[src/hw/rtl/cmss_pkg.sv]
// shared types, codes and constants for the candidate map scan and suppress block
// no dependencies; used by the controller, the datapath and the top level
`timescale 1ns / 1ps
`default_nettype none

package cmss_pkg;

  // default map size
  localparam int MAX_WIDTH_DEF  = 1024;
  localparam int MAX_HEIGHT_DEF = 1024;

  // field widths
  localparam int OP_W       = 2;
  localparam int POS_W      = 10;
  localparam int DIM_W      = 11;
  localparam int RAD_W      = 6;
  localparam int CFG_IDX_W  = 2;
  localparam int CFG_DATA_W = 11;

  // operation codes
  localparam logic [OP_W-1:0] OP_LOAD    = 2'd0;
  localparam logic [OP_W-1:0] OP_NEXT    = 2'd1;
  localparam logic [OP_W-1:0] OP_REMOVE  = 2'd2;
  localparam logic [OP_W-1:0] OP_RESTART = 2'd3;

  // register indexes
  localparam logic [CFG_IDX_W-1:0] CFG_IMAGE_WIDTH  = 2'd0;
  localparam logic [CFG_IDX_W-1:0] CFG_IMAGE_HEIGHT = 2'd1;
  localparam logic [CFG_IDX_W-1:0] CFG_RADIUS       = 2'd2;

  // register reset values
  localparam logic [DIM_W-1:0] DIM_RESET    = 11'd1024;
  localparam logic [RAD_W-1:0] RADIUS_RESET = 6'd13;

  typedef struct packed {
    logic [OP_W-1:0]  op;
    logic [POS_W-1:0] pos_x;
    logic [POS_W-1:0] pos_y;
    logic             mark;
  } in_item_t;

  typedef struct packed {
    logic             found;
    logic [POS_W-1:0] found_x;
    logic [POS_W-1:0] found_y;
  } out_item_t;

  // controller to datapath
  typedef struct packed {
    logic capture;
    logic load_wr;
    logic restart;
    logic scan_init;
    logic scan_wrap;
    logic scan_read;
    logic col_step;
    logic clr_init;
    logic clr_write;
    logic emit;
    logic emit_found;
  } cmd_t;

  // datapath to controller
  typedef struct packed {
    logic [OP_W-1:0] op;
    logic            row_done;
    logic            col_done;
    logic            map_bit;
    logic            win_empty;
    logic            win_last;
  } sts_t;

endpackage

`default_nettype wire

[src/hw/rtl/cmss_ctrl.sv]
// sequencing state machine for the candidate map scan and suppress block
// depends on cmss_pkg (command and status structs, operation codes)
`timescale 1ns / 1ps
`default_nettype none

module cmss_ctrl (
  input  wire logic          clk,
  input  wire logic          rst_n,
  input  wire logic          start,
  output logic               busy,
  input  cmss_pkg::sts_t     sts,
  output cmss_pkg::cmd_t     cmd
);
  import cmss_pkg::*;

  localparam logic [2:0] S_IDLE     = 3'd0;
  localparam logic [2:0] S_EXEC     = 3'd1;
  localparam logic [2:0] S_SCAN_RD  = 3'd2;
  localparam logic [2:0] S_SCAN_CHK = 3'd3;
  localparam logic [2:0] S_CLEAR    = 3'd4;

  logic [2:0] state_r;
  logic [2:0] state_nxt;

  assign busy = (state_r != S_IDLE);

  always_comb begin
    state_nxt = state_r;
    cmd       = '0;
    case (state_r)
      S_IDLE: begin
        if (start) begin
          cmd.capture = 1'b1;
          state_nxt   = S_EXEC;
        end
      end
      S_EXEC: begin
        case (sts.op)
          OP_LOAD: begin
            cmd.load_wr = 1'b1;
            cmd.emit    = 1'b1;
            state_nxt   = S_IDLE;
          end
          OP_NEXT: begin
            cmd.scan_init = 1'b1;
            state_nxt     = S_SCAN_RD;
          end
          OP_REMOVE: begin
            cmd.clr_init = 1'b1;
            state_nxt    = S_CLEAR;
          end
          OP_RESTART: begin
            cmd.restart = 1'b1;
            cmd.emit    = 1'b1;
            state_nxt   = S_IDLE;
          end
          default: begin
            state_nxt = S_IDLE;
          end
        endcase
      end
      S_SCAN_RD: begin
        if (sts.row_done) begin
          cmd.emit  = 1'b1;
          state_nxt = S_IDLE;
        end else if (sts.col_done) begin
          cmd.scan_wrap = 1'b1;
        end else begin
          cmd.scan_read = 1'b1;
          state_nxt     = S_SCAN_CHK;
        end
      end
      S_SCAN_CHK: begin
        cmd.col_step = 1'b1;
        if (sts.map_bit) begin
          cmd.emit       = 1'b1;
          cmd.emit_found = 1'b1;
          state_nxt      = S_IDLE;
        end else begin
          state_nxt = S_SCAN_RD;
        end
      end
      S_CLEAR: begin
        if (sts.win_empty) begin
          cmd.emit  = 1'b1;
          state_nxt = S_IDLE;
        end else begin
          cmd.clr_write = 1'b1;
          if (sts.win_last) begin
            cmd.emit  = 1'b1;
            state_nxt = S_IDLE;
          end
        end
      end
      default: begin
        state_nxt = S_IDLE;
      end
    endcase
  end

  always_ff @(posedge clk) begin
    if (!rst_n) begin
      state_r <= S_IDLE;
    end else begin
      state_r <= state_nxt;
    end
  end

endmodule

`default_nettype wire

[config.mk]
export PLATFORM = sky130hd
export DESIGN_NAME = cmss_ctrl
export DESIGN_NICKNAME = d
export VERILOG_FILES = /design/src/hw/rtl/cmss_pkg.sv /design/src/hw/rtl/cmss_ctrl.sv
export SDC_FILE = /design/constraint.sdc
export NUM_CORES = 1
export LEC_CHECK = 0
export BUFFER_PORTS_ARGS = -buffer_cell sky130_fd_sc_hd__buf_2
export CORE_AREA = 2 2 39 41
export CTS_CLUSTER_DIAMETER = 120
export DETAILED_ROUTE_END_ITERATION = 12
export DIE_AREA = 0 0 41 43
export GPL_ROUTABILITY_DRIVEN = 0
export PLACE_DENSITY = 0.65
export SLEW_MARGIN = 25
export SYNTH_ARGS = -nofsm -noshare
export SYNTH_HDL_FRONTEND = slang
export SYNTH_SLANG_ARGS = --single-unit
[constraint.sdc]
create_clock -name clk -period 1.08 [get_ports clk]
set_input_delay 0.162 -clock clk [delete_from_list [all_inputs] [get_ports clk]]
set_output_delay 0.162 -clock clk [all_outputs]
set_load 0.01 [all_outputs]
## After elaboration in Yosys (flattened, before gate mapping)

Cells that the tools add are included.

- Bits in registers: 3
- Bits in latches: 0
- RAM bits: 0
- Memory bits (read-only): 0
- Output and inout bits: 12
- Memories kept: 0

- Add/subtract/negate cells: 0
- Multipliers: 0
- Div/mod/pow operators: 0
- $lt $le $gt $ge: 0
- Equal/unequal tests: 10
- Shift operators: 0
- Mux-type cells: 30
- Bitwise logic cells: 0
- Reduce and logical (&&, ||, !) cells: 5

Operators with widths:

| cell | number |
|---|---|
| $mux 3 | 6 |
| $mux 1 | 17 |
| $pmux 3 s5 | 1 |
| $pmux 3 s3 | 1 |
| $mux 2 | 4 |
| $eq 3x2->1 const B | 2 |
| $ne 3x3->1 const B | 2 |
| $eq 2x2->1 const B | 2 |
| $pmux 1 s4 | 1 |
| $eq 3x1->1 const B | 1 |
| $eq 3x3->1 const B | 1 |
| $logic_not 3->1 | 1 |
| $reduce_and 3->1 | 1 |
| $reduce_bool 3->1 | 1 |
| $eq 2x1->1 const B | 1 |
| $logic_not 2->1 | 1 |
| $ne 2x2->1 const B | 1 |
| $reduce_or 2->1 | 1 |

## Depth between registers and ports, before layout

- Depth after elaboration: 4
- Gate-level depth with buffers: 5
- Gate-level depth less buffers: 5

## Worst setup path after synthesis

Ideal clock, no wire load.

- Path kind: register to output
- Start: register state_r[0]
- End: output cmd[5] in the netlist's numbering
- Arrival: 995 ps
- Path slack: -77 ps
- Stages on the path, launching flop included: 4
- Cell sequence: dfxtp_1 -> buf_6 -> buf_6 -> nor4_1

RTL lines:

| element | line | text |
|---|---|---|
| from (decl) | cmss_ctrl.sv:22 | `logic [2:0] state_r;` |
| from (signal assigned) | cmss_ctrl.sv:105 | `state_r <= state_nxt;` |
| to (decl) | cmss_ctrl.sv:12 | `output cmss_pkg::cmd_t cmd` |

==> results.ini <==
[outcome]
status = finished, violations left
failed_checks = negative setup slack

[global_routing]
grt_max_degree = 10
grt_pass1_wl_um = 1680
antenna_found_initial = 0
grt_pass1_vias = 408
overflow = 0
track_usage = 0.131

[setup_path]
cp-end-kind = output port
worst_ep_arrival_time_ns = 1.17
required_ns = 0.92
max_stage_delay_ns = 0.36
critPathKind = reg -> out
crit_path_max_fanout = 5
startpoint_type = register
crit_chain = buf_6 > nor3b_4 > and2_1 > buf_2
critPathSlowestCell = dfxtp_4

[timing]
rsz0062_at_grt = yes
period_needed_ns = 1.34
setup_viol = 14
tightest_slew_ns = 0.260
period_share = 1.24
setup_slack_ns = -0.257
fin_skew_ns = 0.00129
relSlewSlack = 0.822
hold_violations = 0
slew_viol_final = 0
fmax_mhz = 748

[route]
dr.pass1.iters = 1
remaining_drc_errors = 0
drtIter0Drc = 0
vias_per_cell = 4.55
detail-route-antenna-nets = 0
wl_per_cell_um = 12.3
vias = 450
wl_um = 1210

[logic_synthesis]
netlist_area_um2 = 433
yosysUniqueCellTypes = 25
syn_area_per_cell_um2 = 9.84
syn_nets = 58
ys_top_cells_by_area = dfxtp_1 14%, ha_1 12%, nor4b_4 11%
netlist_instances = 44
netlist_top_cells_count = 4 x and2_1, 4 x ha_1, 3 x buf_6, 3 x dfxtp_1, 3 x nor3b_2
yosysWarnings = 0
yosysSeqAreaShare = 0.139
synth_edf_count = 0
async_flop_share = 0
ys_ff_latch = 3
synthFlopType = dfxtp_1
synth_top_area_frac = 0.139
synth_top_area_cell = dfxtp_1

[clock_network]
cts_buffers = 3
cts_hold_buf = 0
clk_latency_ns = 0.23
cts_sinks = 3
htree_levels = 1
cts_tree = yes
clk_transition_reported_paths_ns = 0.04
clockRootBuffer = clkbuf_4
clock_path_buffers = 2

[power]
p_leak_nw = 0.387
finalPower_w = 0.000515
power_density_mw_per_mm2 = 643
ir_drop_mv = 0.466

[job]
maxCapViolations = 0

[final_layout]
area_growth_pct = 85.0
largest-register = state_r
stdcell_area_um2 = 801
layout-drive-gt1-share = 0.723
nets = 98
utilization = 0.579
largest_reg_flops = 3
final_cells = 99
top_regs = state_r x3
num_antenna_cells = 0

[placement]
post-dp-hpwl_um = 793
io_buffers = 21
place_area_um2 = 646
dp.cells = 90

[floorplan]
ios = 22
core-area_mm2 = 0.00138
die-area_mm2 = 0.00176
num_rows = 14
die_w_um = 41
start_util = 0.313
fp.dieH_um = 43

[worst_hold_path]
hold_class = in -> reg

[cell type report]
type,instances,area [µm²]
Sequential cell,3,71.3
Inverter,3,12.5
Fill cell,128,583
Timing Repair Buffer,39,297
Tap cell,16,20.0
Clock buffer,4,26.3
Multi-Input combinational cell,34,374
[where the power goes]
group,switching [W],internal (W)
logic,0.0000841,0.000116
clock network,0.0000567,0.000138
registers,0.00000872,0.000111
total,0.000150,0.000366
[cell families after synthesis]
kind of cell,share of synthesized area
mux,0.0462
fa+ha+maj,0.116
compound gates,0.0838
flops,0.139
simple gates,0.491
buf+inv,0.124
[per-layer routing]
| layer | global-route usage | part of all wire | up-vias |
|---|---|---|---|
| li1 | - | - | 237 |
| met5 | 0 | 0 | - |
| met1 | 0.185 | 0.42 | 202 |
| met4 | 0 | 0 | 0 |
| met3 | 0.0314 | 0.034 | 0 |
| met2 | 0.209 | 0.55 | 11 |
[critical path, delay by kind of cell (launching register included)]
| kind | cells | cell delay, ns |
|---|---|---|
| AND/OR/NAND/NOR | 2 | 0.33 |
| buffers and inverters | 2 | 0.26 |
| flip-flops | 1 | 0.36 |
[layout by cell type, fill, tap and decap left out, drive strengths merged]
master | synthesis | final
o22ai | 1 | 1
clkbuf | 0 | 5
buf | 4 | 38
o21ai | 1 | 1
and3 | 1 | 1
ha | 4 | 4
inv | 2 | 2
or3 | 1 | 1
nand2 | 2 | 2
nor4bb | 1 | 1
and3b | 1 | 1
nor2 | 2 | 2
a21oi | 2 | 2
and2 | 4 | 4
a2bb2oi | 1 | 1
nor4 | 2 | 2
mux2i | 2 | 2
nor3b | 3 | 3
dfxtp | 3 | 3
nor2b | 1 | 1
clkinv | 1 | 1
nor4b | 4 | 4
a31oi | 1 | 1
[stage by stage]
| stage | setup slack [ns] | hold WS, ns | setup TNS (ns) |
|---|---|---|---|
| finish | -0.257 | 0.202 | -2.88 |
| global route | -0.334 | 0.196 | -3.79 |
| CTS | -0.266 | 0.197 | -2.80 |
| detailed placement | -0.0930 | 0.436 | -0.462 |
| global placement | -0.0924 | 0.431 | -0.449 |
| floorplan | 0.0149 | 0.319 | 0 |
[path summary, 6_finish.rpt]
check / slack, ns / start / cells after the start / end
min reg2reg: 0.59 / state_r[1] / 2 / state_r[2]
min: 0.20 / rst_n / 2 / state_r[0]
max: -0.26 / state_r[2] / 4 / cmd[8]
max reg2reg: -0.10 / state_r[0] / 5 / state_r[2]
[repair_timing]
action                     in CTS  in global routing
hold endpoints to repair        0                  0
pin swaps                       7                  5
cloned                          0                  1
buffers inserted                2                  2
resized for setup              13                  7
setup endpoints to repair      13                 14
(Power assumes the default switching activity.)
